**config.mk**
```make
export PLATFORM = sky130hd
export DESIGN_NAME = timed_command_drift_encoder_core
export DESIGN_NICKNAME = d
export VERILOG_FILES = /design/src/hdl/tcde_pkg.sv /design/src/hdl/tcde_alu.sv /design/src/hdl/tcde_rem.sv /design/src/hdl/timed_command_drift_encoder_core.sv
export SDC_FILE = /design/constraint.sdc
export NUM_CORES = 1
export LEC_CHECK = 0
export BUFFER_PORTS_ARGS = -buffer_cell sky130_fd_sc_hd__buf_2
export CAP_MARGIN = 20
export CORE_ASPECT_RATIO = 1.4
export CORE_UTILIZATION = 63
export DETAILED_ROUTE_END_ITERATION = 6
export PLACE_DENSITY = 0.82
export SYNTH_ARGS = -nofsm -noshare
export SYNTH_HDL_FRONTEND = slang
export SYNTH_SLANG_ARGS = --single-unit
```
**constraint.sdc**
```tcl
create_clock -name clk -period 8.95 [get_ports clk]
set_clock_uncertainty 0.15 [all_clocks]
set_input_delay 0.895 -clock clk [delete_from_list [all_inputs] [get_ports clk]]
set_output_delay 0.895 -clock clk [all_outputs]
set_load 0.02 [all_outputs]
```
**src/hdl/tcde_pkg.sv**
```systemverilog
`timescale 1ns / 1ps
// ----------------------------------------------------------------------------
// tcde_pkg
// Shared types and constants of the timed command drift encoder.
// ----------------------------------------------------------------------------
package tcde_pkg;

  localparam int unsigned DRIFT_W         = 32;
  localparam int unsigned OPND_W          = 17;
  localparam int unsigned MAX_DELAY_BYTES = 62;
  localparam int unsigned CNT_W           = 6;
  localparam int unsigned CFG_IDX_W       = 3;
  localparam int unsigned CFG_DATA_W      = 8;
  localparam int unsigned REM_DIGIT_W     = 4;
  localparam int unsigned REM_STEPS       = DRIFT_W / REM_DIGIT_W;
  localparam int unsigned REM_CNT_W       = $clog2(REM_STEPS);

  // Operation codes.
  localparam logic [1:0] OP_DELAY  = 2'd0;
  localparam logic [1:0] OP_WRITE  = 2'd1;
  localparam logic [1:0] OP_READ   = 2'd2;
  localparam logic [1:0] OP_RESYNC = 2'd3;

  // Configuration register indexes.
  localparam logic [CFG_IDX_W-1:0] CFG_WRITE_COST     = 3'd0;
  localparam logic [CFG_IDX_W-1:0] CFG_READ_PRE_COST  = 3'd1;
  localparam logic [CFG_IDX_W-1:0] CFG_READ_POST_COST = 3'd2;
  localparam logic [CFG_IDX_W-1:0] CFG_READ_OFFSET    = 3'd3;
  localparam logic [CFG_IDX_W-1:0] CFG_MIN_DELAY      = 3'd4;
  localparam logic [CFG_IDX_W-1:0] CFG_MAX_FINE_ADJ   = 3'd5;
  localparam logic [CFG_IDX_W-1:0] CFG_DELAY_CODE     = 3'd6;

  typedef struct packed {
    logic [1:0]  operation;
    logic [15:0] wait_cycles;
    logic [4:0]  reg_addr;
    logic [7:0]  reg_data;
  } tcde_in_t;

  typedef struct packed {
    logic [7:0] out_byte;
    logic       flush_now;
    logic       last;
  } tcde_out_t;

  // Request to the remainder unit.
  typedef struct packed {
    logic               start;
    logic [DRIFT_W-1:0] value;
    logic [3:0]         divisor;
  } tcde_rem_req_t;

endpackage

```
**src/hdl/tcde_alu.sv**
```systemverilog
`timescale 1ns / 1ps
// ----------------------------------------------------------------------------
// tcde_alu
// Shared saturating drift adder with a threshold compare on the raw sum.
// ----------------------------------------------------------------------------
module tcde_alu import tcde_pkg::*; (
  input  logic signed [DRIFT_W-1:0] drift_i,
  input  logic signed [OPND_W-1:0]  opnd_i,
  input  logic [7:0]                thr_i,
  output logic signed [DRIFT_W-1:0] sum_sat_o,
  output logic                      ge_thr_o
);

  logic signed [DRIFT_W:0] sum;

  assign sum = {drift_i[DRIFT_W-1], drift_i}
             + {{(DRIFT_W+1-OPND_W){opnd_i[OPND_W-1]}}, opnd_i};

  always_comb begin
    if (sum[DRIFT_W] != sum[DRIFT_W-1]) begin
      sum_sat_o = sum[DRIFT_W] ? {1'b1, {(DRIFT_W-1){1'b0}}}
                               : {1'b0, {(DRIFT_W-1){1'b1}}};
    end else begin
      sum_sat_o = sum[DRIFT_W-1:0];
    end
  end

  assign ge_thr_o = (sum >= $signed({{(DRIFT_W-7){1'b0}}, thr_i}));

endmodule

```
**src/hdl/tcde_rem.sv**
```systemverilog
`timescale 1ns / 1ps
// ----------------------------------------------------------------------------
// tcde_rem
// Digit-serial remainder of the drift by a small divisor, four bits a cycle.
// ----------------------------------------------------------------------------
module tcde_rem import tcde_pkg::*; (
  input  logic          clk,
  input  logic          rst_n,
  input  tcde_rem_req_t req_i,
  output logic          busy_o,
  output logic [2:0]    rem_o
);

  logic                 busy_r, busy_nxt;
  logic [REM_CNT_W-1:0] cnt_r, cnt_nxt;
  logic [DRIFT_W-1:0]   val_r, val_nxt;
  logic [3:0]           div_r, div_nxt;
  logic [3:0]           rem_r, rem_nxt;
  logic [3:0]           step_rem;

  // The partial remainder stays below the divisor, so it fits four bits.
  always_comb begin
    logic [4:0] r2;
    step_rem = rem_r;
    for (int k = REM_DIGIT_W - 1; k >= 0; k--) begin
      r2 = {step_rem, val_r[DRIFT_W - REM_DIGIT_W + k]};
      if (r2 >= {1'b0, div_r}) begin
        r2 = r2 - {1'b0, div_r};
      end
      step_rem = r2[3:0];
    end
  end

  always_comb begin
    busy_nxt = busy_r;
    cnt_nxt  = cnt_r;
    val_nxt  = val_r;
    div_nxt  = div_r;
    rem_nxt  = rem_r;
    if (req_i.start) begin
      busy_nxt = 1'b1;
      cnt_nxt  = '0;
      val_nxt  = req_i.value;
      div_nxt  = req_i.divisor;
      rem_nxt  = '0;
    end else if (busy_r) begin
      rem_nxt = step_rem;
      val_nxt = {val_r[DRIFT_W-REM_DIGIT_W-1:0], {REM_DIGIT_W{1'b0}}};
      cnt_nxt = cnt_r + 1'b1;
      if (cnt_r == REM_CNT_W'(REM_STEPS - 1)) begin
        busy_nxt = 1'b0;
      end
    end
  end

  always_ff @(posedge clk) begin
    if (!rst_n) begin
      busy_r <= 1'b0;
      cnt_r  <= '0;
    end else begin
      busy_r <= busy_nxt;
      cnt_r  <= cnt_nxt;
    end
    val_r <= val_nxt;
    div_r <= div_nxt;
    rem_r <= rem_nxt;
  end

  assign busy_o = busy_r;
  assign rem_o  = rem_r[2:0];

endmodule

```
**src/hdl/timed_command_drift_encoder_core.sv**
```systemverilog
`timescale 1ns / 1ps
// ----------------------------------------------------------------------------
// timed_command_drift_encoder_core
// Turns timed chip-register commands into a command byte stream, spending
// accumulated clock drift as delay bytes and fine address delay bits.
// ----------------------------------------------------------------------------
//
//   Channel  Direction  Handshake              Payload
//   in_      input      in_valid / in_stall    tcde_in_t  (one command)
//   out_     output     out_valid / out_stall  tcde_out_t (one command byte)
//   cfg_     input      cfg_wen                cfg_index, cfg_wdata
//
// One request is worked on at a time; in_stall is high from acceptance until
// the sequencer is back in its idle state. A resync clears the drift in the
// idle state. A delay adds the wait, then spends the drift as delay bytes.
// A write or read adds the cost subtraction, a start step and a wait on the
// remainder unit (eight steps of four drift bits, then picking up the
// result), then the address byte and, for a write, the data byte; a read
// also adds the offset and the post-cost steps. Every drift update but the
// resync clear goes through the shared drift adder. Reset (synchronous,
// active low) clears the drift, loads the register defaults and empties the
// output register. A stall on the output holds the sequencer in place until
// the pending byte can be handed on.
//
module timed_command_drift_encoder_core import tcde_pkg::*; (
  input  logic                  clk,
  input  logic                  rst_n,
  input  logic                  in_valid,
  output logic                  in_stall,
  input  tcde_in_t              in_data,
  output logic                  out_valid,
  input  logic                  out_stall,
  output tcde_out_t             out_data,
  input  logic                  cfg_wen,
  input  logic [CFG_IDX_W-1:0]  cfg_index,
  input  logic [CFG_DATA_W-1:0] cfg_wdata
);

  // Sequencer states.
  localparam logic [3:0] ST_IDLE      = 4'd0;
  localparam logic [3:0] ST_ADD_OFS   = 4'd1;
  localparam logic [3:0] ST_ADD_WAIT  = 4'd2;
  localparam logic [3:0] ST_SPEND     = 4'd3;
  localparam logic [3:0] ST_SUB_COST  = 4'd4;
  localparam logic [3:0] ST_REM_START = 4'd5;
  localparam logic [3:0] ST_REM_WAIT  = 4'd6;
  localparam logic [3:0] ST_SUB_POST  = 4'd7;
  localparam logic [3:0] ST_EMIT_ADDR = 4'd8;
  localparam logic [3:0] ST_EMIT_DATA = 4'd9;

  // Configuration registers.
  logic [7:0] write_cost_r;
  logic [7:0] read_pre_cost_r;
  logic [7:0] read_post_cost_r;
  logic [3:0] read_offset_r;
  logic [7:0] min_delay_r;
  logic [2:0] max_fine_adj_r;
  logic [7:0] delay_code_r;

  // Sequencer and datapath registers.
  logic [3:0]                state_r, state_nxt;
  logic signed [DRIFT_W-1:0] drift_r, drift_nxt;
  tcde_in_t                  req_r, req_nxt;
  logic [CNT_W-1:0]          cnt_r, cnt_nxt;
  logic                      pend_r, pend_nxt;
  logic [2:0]                fine_r, fine_nxt;
  logic                      out_valid_r, out_valid_nxt;
  tcde_out_t                 out_data_r, out_data_nxt;

  logic signed [OPND_W-1:0]  alu_opnd;
  logic signed [DRIFT_W-1:0] alu_sum;
  logic                      alu_ge;
  logic [7:0]                thr;
  logic                      out_free;
  logic                      spend_ok;
  tcde_rem_req_t             rem_req;
  logic                      rem_busy;
  logic [2:0]                rem_val;

  always_ff @(posedge clk) begin
    if (!rst_n) begin
      write_cost_r     <= 8'd16;
      read_pre_cost_r  <= 8'd8;
      read_post_cost_r <= 8'd8;
      read_offset_r    <= 4'hE;
      min_delay_r      <= 8'd20;
      max_fine_adj_r   <= 3'd7;
      delay_code_r     <= 8'd0;
    end else if (cfg_wen) begin
      case (cfg_index)
        CFG_WRITE_COST:     write_cost_r     <= cfg_wdata;
        CFG_READ_PRE_COST:  read_pre_cost_r  <= cfg_wdata;
        CFG_READ_POST_COST: read_post_cost_r <= cfg_wdata;
        CFG_READ_OFFSET:    read_offset_r    <= cfg_wdata[3:0];
        CFG_MIN_DELAY:      min_delay_r      <= cfg_wdata;
        CFG_MAX_FINE_ADJ:   max_fine_adj_r   <= cfg_wdata[2:0];
        CFG_DELAY_CODE:     delay_code_r     <= cfg_wdata;
        default: ;
      endcase
    end
  end

  // The spend threshold is the read pre-cost for reads and the write cost
  // otherwise; for a write or read the same value is later taken off the drift.
  assign thr = (req_r.operation == OP_READ) ? read_pre_cost_r : write_cost_r;

  // Operand of the shared adder, chosen by the step in progress.
  always_comb begin
    case (state_r)
      ST_ADD_OFS:  alu_opnd = {{(OPND_W-4){read_offset_r[3]}}, read_offset_r};
      ST_ADD_WAIT: alu_opnd = {1'b0, req_r.wait_cycles};
      ST_SPEND:    alu_opnd = -$signed({{(OPND_W-8){1'b0}}, min_delay_r});
      ST_SUB_COST: alu_opnd = -$signed({{(OPND_W-8){1'b0}}, thr});
      ST_SUB_POST: alu_opnd = -$signed({{(OPND_W-8){1'b0}}, read_post_cost_r});
      default:     alu_opnd = '0;
    endcase
  end

  tcde_alu u_alu (
    .drift_i   (drift_r),
    .opnd_i    (alu_opnd),
    .thr_i     (thr),
    .sum_sat_o (alu_sum),
    .ge_thr_o  (alu_ge)
  );

  // Remainder of the drift by (max_fine_adjust + 1) for the fine delay bits.
  assign rem_req.start   = (state_r == ST_REM_START);
  assign rem_req.value   = drift_r;
  assign rem_req.divisor = {1'b0, max_fine_adj_r} + 4'd1;

  tcde_rem u_rem (
    .clk    (clk),
    .rst_n  (rst_n),
    .req_i  (rem_req),
    .busy_o (rem_busy),
    .rem_o  (rem_val)
  );

  // The output register can take a new byte when empty or being drained.
  assign out_free = !out_valid_r || !out_stall;

  // Another delay byte is due while (drift - min_delay) stays at or above
  // the threshold, a non-zero delay is set and the byte limit is not hit.
  assign spend_ok = (min_delay_r != 8'd0) && alu_ge
                 && (cnt_r < CNT_W'(MAX_DELAY_BYTES));

  always_comb begin
    state_nxt     = state_r;
    drift_nxt     = drift_r;
    req_nxt       = req_r;
    cnt_nxt       = cnt_r;
    pend_nxt      = pend_r;
    fine_nxt      = fine_r;
    out_valid_nxt = out_valid_r && out_stall;
    out_data_nxt  = out_data_r;

    case (state_r)
      ST_IDLE: begin
        if (in_valid) begin
          req_nxt  = in_data;
          cnt_nxt  = '0;
          pend_nxt = 1'b0;
          case (in_data.operation)
            OP_RESYNC: drift_nxt = '0;
            OP_READ:   state_nxt = ST_ADD_OFS;
            default:   state_nxt = ST_ADD_WAIT;
          endcase
        end
      end
      ST_ADD_OFS: begin
        drift_nxt = alu_sum;
        state_nxt = ST_ADD_WAIT;
      end
      ST_ADD_WAIT: begin
        drift_nxt = alu_sum;
        state_nxt = ST_SPEND;
      end
      ST_SPEND: begin
        // One delay byte is held back so that the last one can be marked.
        if (spend_ok) begin
          if (!pend_r || out_free) begin
            if (pend_r) begin
              out_valid_nxt          = 1'b1;
              out_data_nxt.out_byte  = delay_code_r;
              out_data_nxt.flush_now = 1'b0;
              out_data_nxt.last      = 1'b0;
            end
            drift_nxt = alu_sum;
            cnt_nxt   = cnt_r + 1'b1;
            pend_nxt  = 1'b1;
          end
        end else if (!pend_r || out_free) begin
          if (pend_r) begin
            out_valid_nxt          = 1'b1;
            out_data_nxt.out_byte  = delay_code_r;
            out_data_nxt.flush_now = 1'b0;
            out_data_nxt.last      = (req_r.operation == OP_DELAY);
          end
          pend_nxt  = 1'b0;
          state_nxt = (req_r.operation == OP_DELAY) ? ST_IDLE : ST_SUB_COST;
        end
      end
      ST_SUB_COST: begin
        drift_nxt = alu_sum;
        state_nxt = ST_REM_START;
      end
      ST_REM_START: begin
        state_nxt = ST_REM_WAIT;
      end
      ST_REM_WAIT: begin
        if (!rem_busy) begin
          // A negative drift carries no fine delay.
          fine_nxt  = drift_r[DRIFT_W-1] ? 3'd0 : rem_val;
          state_nxt = (req_r.operation == OP_READ) ? ST_SUB_POST : ST_EMIT_ADDR;
        end
      end
      ST_SUB_POST: begin
        drift_nxt = alu_sum;
        state_nxt = ST_EMIT_ADDR;
      end
      ST_EMIT_ADDR: begin
        if (out_free) begin
          out_valid_nxt          = 1'b1;
          out_data_nxt.out_byte  = {fine_r, req_r.reg_addr};
          out_data_nxt.flush_now = (req_r.operation == OP_READ);
          out_data_nxt.last      = (req_r.operation == OP_READ);
          state_nxt = (req_r.operation == OP_READ) ? ST_IDLE : ST_EMIT_DATA;
        end
      end
      ST_EMIT_DATA: begin
        if (out_free) begin
          out_valid_nxt          = 1'b1;
          out_data_nxt.out_byte  = req_r.reg_data;
          out_data_nxt.flush_now = 1'b0;
          out_data_nxt.last      = 1'b1;
          state_nxt              = ST_IDLE;
        end
      end
      default: begin
        state_nxt = ST_IDLE;
      end
    endcase
  end

  always_ff @(posedge clk) begin
    if (!rst_n) begin
      state_r     <= ST_IDLE;
      drift_r     <= '0;
      cnt_r       <= '0;
      pend_r      <= 1'b0;
      out_valid_r <= 1'b0;
    end else begin
      state_r     <= state_nxt;
      drift_r     <= drift_nxt;
      cnt_r       <= cnt_nxt;
      pend_r      <= pend_nxt;
      out_valid_r <= out_valid_nxt;
    end
    req_r      <= req_nxt;
    fine_r     <= fine_nxt;
    out_data_r <= out_data_nxt;
  end

  assign in_stall  = (state_r != ST_IDLE);
  assign out_valid = out_valid_r;
  assign out_data  = out_data_r;

endmodule

```
==> results of run 1 <==
## Yosys cell counts (5+ instances only)
library cell	instances
dfxtp_1	99
a31oi_1	11
o211ai_1	7
xnor2_1	18
ha_1	66
nand2b_1	11
nand2_1	160
or3_1	9
and2_1	8
nor3b_1	5
o2111ai_1	31
o21ai_1	8
and3_1	12
a221oi_1	6
mux2_2	34
buf_1	5
or2_2	8
edfxtp_1	80
nand4_1	46
a21oi_2	8
xor2_1	25
a32oi_1	31
nand3_1	61
inv_1	33
fa_1	5
a211oi_1	6
buf_2	7
a21o_1	22
nor4b_1	5
nor2_1	107
mux2i_1	36
o21ai_0	38
nor3_1	20
a21oi_1	104
o21a_1	10
clkbuf_1	64
nor2b_1	16
## per-layer routing
metal,track usage,up-vias
met1,0.3986,4830
met3,0.05112,141
li1,-,4916
met2,0.5785,479
met5,0,-
met4,0.2436,0
## logic make-up (layout without fill, tap and decap cells)
| group | count (synthesis) | count (layout) | synth area share |
|---|---|---|---|
| AOI/OAI and AO/OA | 337 | 337 | 0.2035 |
| adders and majority gates | 72 | 72 | 0.08106 |
| and+or+nand+nor | 484 | 484 | 0.2003 |
| DFF | 179 | 179 | 0.3797 |
| muxes | 70 | 70 | 0.06437 |
| xor gates and xnor gates | 43 | 43 | 0.03262 |
| buffers and inverters | 112 | 142 | 0.03847 |
## cell usage in the layout (no fill, tap or decap), drive strengths merged, types with 34 or more instances in the layout
master | netlist | final
nand2 | 160 | 160
a21oi | 112 | 112
nor2 | 107 | 107
dfxtp | 99 | 99
edfxtp | 80 | 80
buf | 14 | 75
ha | 66 | 66
nand3 | 62 | 62
nand4 | 47 | 47
o21ai | 46 | 46
inv | 33 | 40
mux2i | 36 | 36
mux2 | 34 | 34
## cell type report
type | count | area, sq um
tap | 240 | 300.3
sequential | 179 | 4384
clock inverter | 15 | 210.2
multi-input combinational | 1006 | 6741
clock buffer | 17 | 425.4
timing repair buffer | 76 | 434.2
inverter | 34 | 127.6
fill | 1386 | 5301
## worst min-delay path by stage
| stage | start | end | depth (start not counted) |
|---|---|---|---|
| floorplan | read_pre_cost_r[0]$_SDFFE_PN0P_ | read_pre_cost_r[0]$_SDFFE_PN0P_ | 2 |
| global placement | delay_code_r[0]$_SDFFE_PN0P_ | delay_code_r[0]$_SDFFE_PN0P_ | 2 |
| detailed placement | write_cost_r[2]$_SDFFE_PN0P_ | write_cost_r[2]$_SDFFE_PN0P_ | 2 |
| CTS | write_cost_r[2]$_SDFFE_PN0P_ | write_cost_r[2]$_SDFFE_PN0P_ | 2 |
| global route | write_cost_r[2]$_SDFFE_PN0P_ | write_cost_r[2]$_SDFFE_PN0P_ | 2 |
| finish | delay_code_r[3]$_SDFFE_PN0P_ | delay_code_r[3]$_SDFFE_PN0P_ | 2 |
## critical path, delay by kind of cell, from the launching register on
kind            cells  cell delay, ns
compound gates     10            3.10
buf+inv             3            0.84
flops               1            0.38
simple gates        7            2.36
mux                 1            0.48
fa+ha+maj           2            0.69
## state kept, by name, summed over array words and instances, names as in the netlist
register / cells
delay_code_r: 8
u_rem.busy_o: 1
out_valid: 1
u_rem.cnt_r: 3
read_post_cost_r: 8
write_cost_r: 8
u_rem.rem_r: 4
cnt_r: 6
min_delay_r: 8
max_fine_adj_r: 3
pend_r: 1
out_data: 10
req_r: 31
fine_r: 3
drift_r: 32
state_r: 4
read_pre_cost_r: 8
u_rem.div_r: 4
read_offset_r: 4
u_rem.val_r: 32
## power by group
group	switching, mW	leakage [nW]	internal [mW]
logic	1.74	3.17	0.897
registers	0.0942	1.54	0.948
clock network	0.394	0.306	0.389
total	2.23	5.01	2.23
## stage by stage
stage | setup slack [ns] | utilization | instance area [sq um]
2_1_floorplan | 1.774 | - | 11550
3_3_place_gp | 1.437 | 0.6666 | 11950
3_5_place_dp | 1.119 | 0.6666 | 11950
4_1_cts | 1.008 | 0.7021 | 12580
5_1_grt | 0.3769 | 0.7042 | 12620
6_report | 0.8308 | 0.7042 | 12620
==> results.cfg, run 1 <==
[outcome]
status = complete, but fails checks
violations = design-rule violations

[grt]
grt_pass1_wl_um = 50230
grt_max_degree = 85
grt_pass1_vias = 9909
grt_use_total = 0.3454
antenna_found_initial = 0
grt-ovfl-total = 0

[setup_path]
r2r_slack_ns = 0.83
slowest_stage = or4b_1
crit_chain = nand2b_1, mux2i_1, nand3_1, a221o_1, a2111oi_0, buf_4, inv_1, ha_1, a21oi_1, o21ai_0, or3_1, o211a_1, a311oi_1, ha_1, nor4b_1, o2111ai_1, a2111oi_2, nand4_1, or4b_1, a21oi_2, buf_4, nand4_1, o211ai_1
cp_max_fo = 17
required_ns = 9.15
cp.arrival_ns = 8.32
slowest_delay_ns = 0.62
cp-startpoint = req_r[29]$_DFFE_PP_
setup.worst_path.end = drift_r[30]$_SDFFE_PN0P_
r2r_end = drift_r[30]$_SDFFE_PN0P_
crit_type = flip-flop to flip-flop
r2r_cells = 23
start_kind = flip-flop
crit_path_end_kind = flip-flop
reg2reg_from = req_r[29]$_DFFE_PP_

[min_path]
worstHoldPathType = flip-flop to flip-flop

[clock_tree]
clk_pin_slew_ns = 0.07
cts.sinks = 179
clk_path_buf_depth = 2
cts_setup_buffers = 0
htreeDepth = 4
ctsHoldBuffers = 0
clock_latency_ns = 0.44
cts_tree = built
cts-buffers-inserted = 17
cts-root-buf = clkbuf_16
ctsResizeCount = 0

[sta]
hold_slack_ns = 0.3093
rsz0062_at_grt = no
period_needed_ns = 8.119
fmax_mhz = 123.2
slew_headroom = 0.3087
hold_viol_final = 0
maxSlewViolCount = 0
finalCritPeriodShare = 0.9072
fin_setup_tns_ns = 0
worstMarginPinSlew_ns = 1.037
setup_viol = 0

[cells_and_area]
nNetsFinal = 1432
n_antenna_cell = 0
drive_above_1_share = 0.1311
final_cell_count_no_fill = 1567
area_growth_syn_to_layout_pct = 9.331

[drt]
dr.pass1.iters = 7
vias = 10370
viasPerCell = 6.615
wl_met2_um = 15660
drt-met1-wl_um = 11890
wl_um = 31410
drc = 4
top_layer_used = met4
route.met3.wl_um = 1656
detail-route-antenna-nets = 0
drt_iter0_markers = 1206
avgRoutedWirePerCell_um = 20.05

[synth]
syn_nets = 1415
syn_area_per_cell_sq_um = 8.902
synth_cell_types = 83
synth_top_cell_by_area = edfxtp_1
ys_seq_area_frac = 0.3797
ys_ff_latch = 179
yosysTopAreaCellShare = 0.2081
ys_async_sr_fraction = 0
syn_inst = 1297
synth_edf_count = 80
synth-main-ff-cell = dfxtp_1
yosys_warnings = 0
yosys-top-cells-area = edfxtp_1 (21%), dfxtp_1 (17%), ha_1 (7.2%)
syn-cell-area_sq_um = 11550

[place]
io_buffers = 58
place_congestion = 1.005
placed_cells = 1531
dp_hpwl_um = 22550

[power]
total_leakage_power_nw = 5.010
p_per_area_nw_per_um2 = 353.3
finalPower_mw = 4.460
irDropWorstVdd_mv = 0.4782

[floorplanning]
coreArea_sq_um = 17920
io-pin-count = 59
fp.dieH_um = 162.2
start_util = 0.6441
num_rows = 58
fp.dieW_um = 116.4
dieArea_sq_um = 18880

[flow_run]
cap_violations = 0
Power figures use the tool's default switching activity.
==> inputs of run 2 (changes only) <==
==> constraint.sdc (replaced) <==
create_clock -name clk -period 8.95 [get_ports clk]
set_clock_uncertainty 0.15 [all_clocks]
set_input_delay 1.3425 -clock clk [delete_from_list [all_inputs] [get_ports clk]]
set_output_delay 1.3425 -clock clk [all_outputs]
set_load 0.02 [all_outputs]
==> run 2 against run 1 <==
  * The flow now finishes without violations
  * Register-to-register slack got worse by 0.11 ns
  * Setup slack worse by 0.11 ns
  * Via count increased by 2.2%
  * Worst hold slack worse by 0.0017 ns
  * Combinational power about the same
  * Clock-buffer cell count is the same
  * Core utilization rose by 0.063 points
  * Power up 1.0%
  * Critical path type unchanged
  * Highest routed layer unchanged
==> results.cfg, run 2 (synthesis results as in run 1) <==
[place]
io_buffers = 58
dp_hpwl_um = 22690
placed_cells = 1531
place_congestion = 1.007

[setup_path]
cp.arrival_ns = 8.44
cp_max_fo = 17
start_kind = flip-flop
crit_type = flip-flop to flip-flop
crit_path_end_kind = flip-flop
required_ns = 9.17

[drt]
drt_iter0_markers = 1089
vias = 10590
viasPerCell = 6.758
avgRoutedWirePerCell_um = 20.56
drc = 0
dr.pass1.iters = 6
wl_um = 32210
detail-route-antenna-nets = 0

[power]
finalPower_mw = 4.506
p_per_area_nw_per_um2 = 356.6
irDropWorstVdd_mv = 0.3358
total_leakage_power_nw = 5.013

[cells_and_area]
top_regs = drift_r: 32 flops, u_rem.val_r: 32 flops, req_r: 31 flops
final_cell_count_no_fill = 1567
mostFrequentLayoutCells = nand2_1 (160), a21oi_1 (104), nor2_1 (103), dfxtp_1 (99), edfxtp_1 (80)
drive_above_1_share = 0.1311
n_antenna_cell = 0
nNetsFinal = 1432
area_growth_syn_to_layout_pct = 9.428
final_util = 0.7049
final_common_cell = nand2_1
nFillCells = 1438

[clock_tree]
clk_path_buf_depth = 2
cts_setup_buffers = 0
clock_latency_ns = 0.45
htreeDepth = 4
cts_tree = built
cts-buffers-inserted = 17
cts.sinks = 179
clk_pin_slew_ns = 0.08
cts-root-buf = clkbuf_16
ctsResizeCount = 0
ctsHoldBuffers = 0

[flow_run]
cap_violations = 0

[grt]
grt_pass1_vias = 10290
grt_pass1_wl_um = 51890
grt_max_degree = 85
grt_use_total = 0.3562
grt-ovfl-total = 0
antenna_found_initial = 0

[min_path]
worstHoldPathType = flip-flop to flip-flop

[sta]
rsz0062_at_grt = no
finalCritPeriodShare = 0.9192
hold_slack_ns = 0.3076
setup_viol = 0
hold_viol_final = 0
fin_setup_tns_ns = 0
worstMarginPinSlew_ns = 1.117
period_needed_ns = 8.227
fmax_mhz = 121.6
slew_headroom = 0.2541
maxSlewViolCount = 0

[floorplanning]
io-pin-count = 59
start_util = 0.6441
num_rows = 58
fp.dieH_um = 162.2
coreArea_sq_um = 17920
fp.dieW_um = 116.4
dieArea_sq_um = 18880

[outcome]
status = finished clean
==> run 2: changes by cell type in the layout (fill, tap and decap cells not counted), sizes merged <==
cell / previous run / this run
buf: 75 / 74
clkbuf: 18 / 19
==> run 2: final timing paths <==
| check | startpoint | end | slack (ns) | cells after the start |
|---|---|---|---|---|
| min reg2reg | write_cost_r[1]$_SDFFE_PN0P_ | write_cost_r[1]$_SDFFE_PN0P_ | 0.31 | 2 |
| min | write_cost_r[1]$_SDFFE_PN0P_ | write_cost_r[1]$_SDFFE_PN0P_ | 0.31 | 2 |
| max reg2reg | req_r[30]$_DFFE_PP_ | drift_r[30]$_SDFFE_PN0P_ | 0.72 | 23 |
| max | req_r[30]$_DFFE_PP_ | drift_r[30]$_SDFFE_PN0P_ | 0.72 | 23 |
==> run 2: area by class of cell <==
cell class                 instances  area, sq um  area share
timing repair buffer              76        440.4     0.03486
tap                              240        300.3     0.02377
clock buffer                      17        425.4     0.03367
multi-input combinational       1006         6741      0.5336
inverter                          34        127.6     0.01010
clock inverter                    15        215.2     0.01703
sequential                       179         4384      0.3470
==> run 2: power by group <==
group / internal [mW] / total, mW / switching [mW]
clock network: 0.391 / 0.798 / 0.408
registers: 0.949 / 1.05 / 0.0983
logic: 0.900 / 2.66 / 1.76
total: 2.24 / 4.51 / 2.27
==> run 2: critical path: stages (launching register included) <==
cell	delay [ns]
edfxtp_1	0.44
nand2b_1	0.55
mux2i_1	0.49
nand3_1	0.14
a221o_1	0.35
a2111oi_0	0.57
buf_4	0.26
inv_1	0.29
ha_1	0.47
a21oi_1	0.29
o21ai_0	0.27
or3_1	0.44
o211a_1	0.22
a311oi_1	0.39
ha_1	0.23
nor4b_1	0.29
o2111ai_1	0.19
a2111oi_2	0.25
nand4_1	0.14
or4b_1	0.61
a21oi_2	0.52
buf_4	0.33
nand4_1	0.11
o211ai_1	0.14
==> run 2: per-layer routing <==
layer / vias to the layer above / track usage / routed length [um]
li1: 4922 / - / -
met1: 4983 / 0.3990 / 11760
met2: 518 / 0.6011 / 16030
met3: 167 / 0.06119 / 1930
met4: 0 / 0.2582 / 2486
met5: - / 0 / 0
==> run 2: metrics by stage <==
stage | area (sq um) | setup WS [ns]
after floorplan | 11550 | 1.774
after global placement | 11950 | 1.442
after detailed placement | 11950 | 1.073
after CTS | 12590 | 0.9211
after global routing | 12630 | 0.2190
final | 12630 | 0.7234
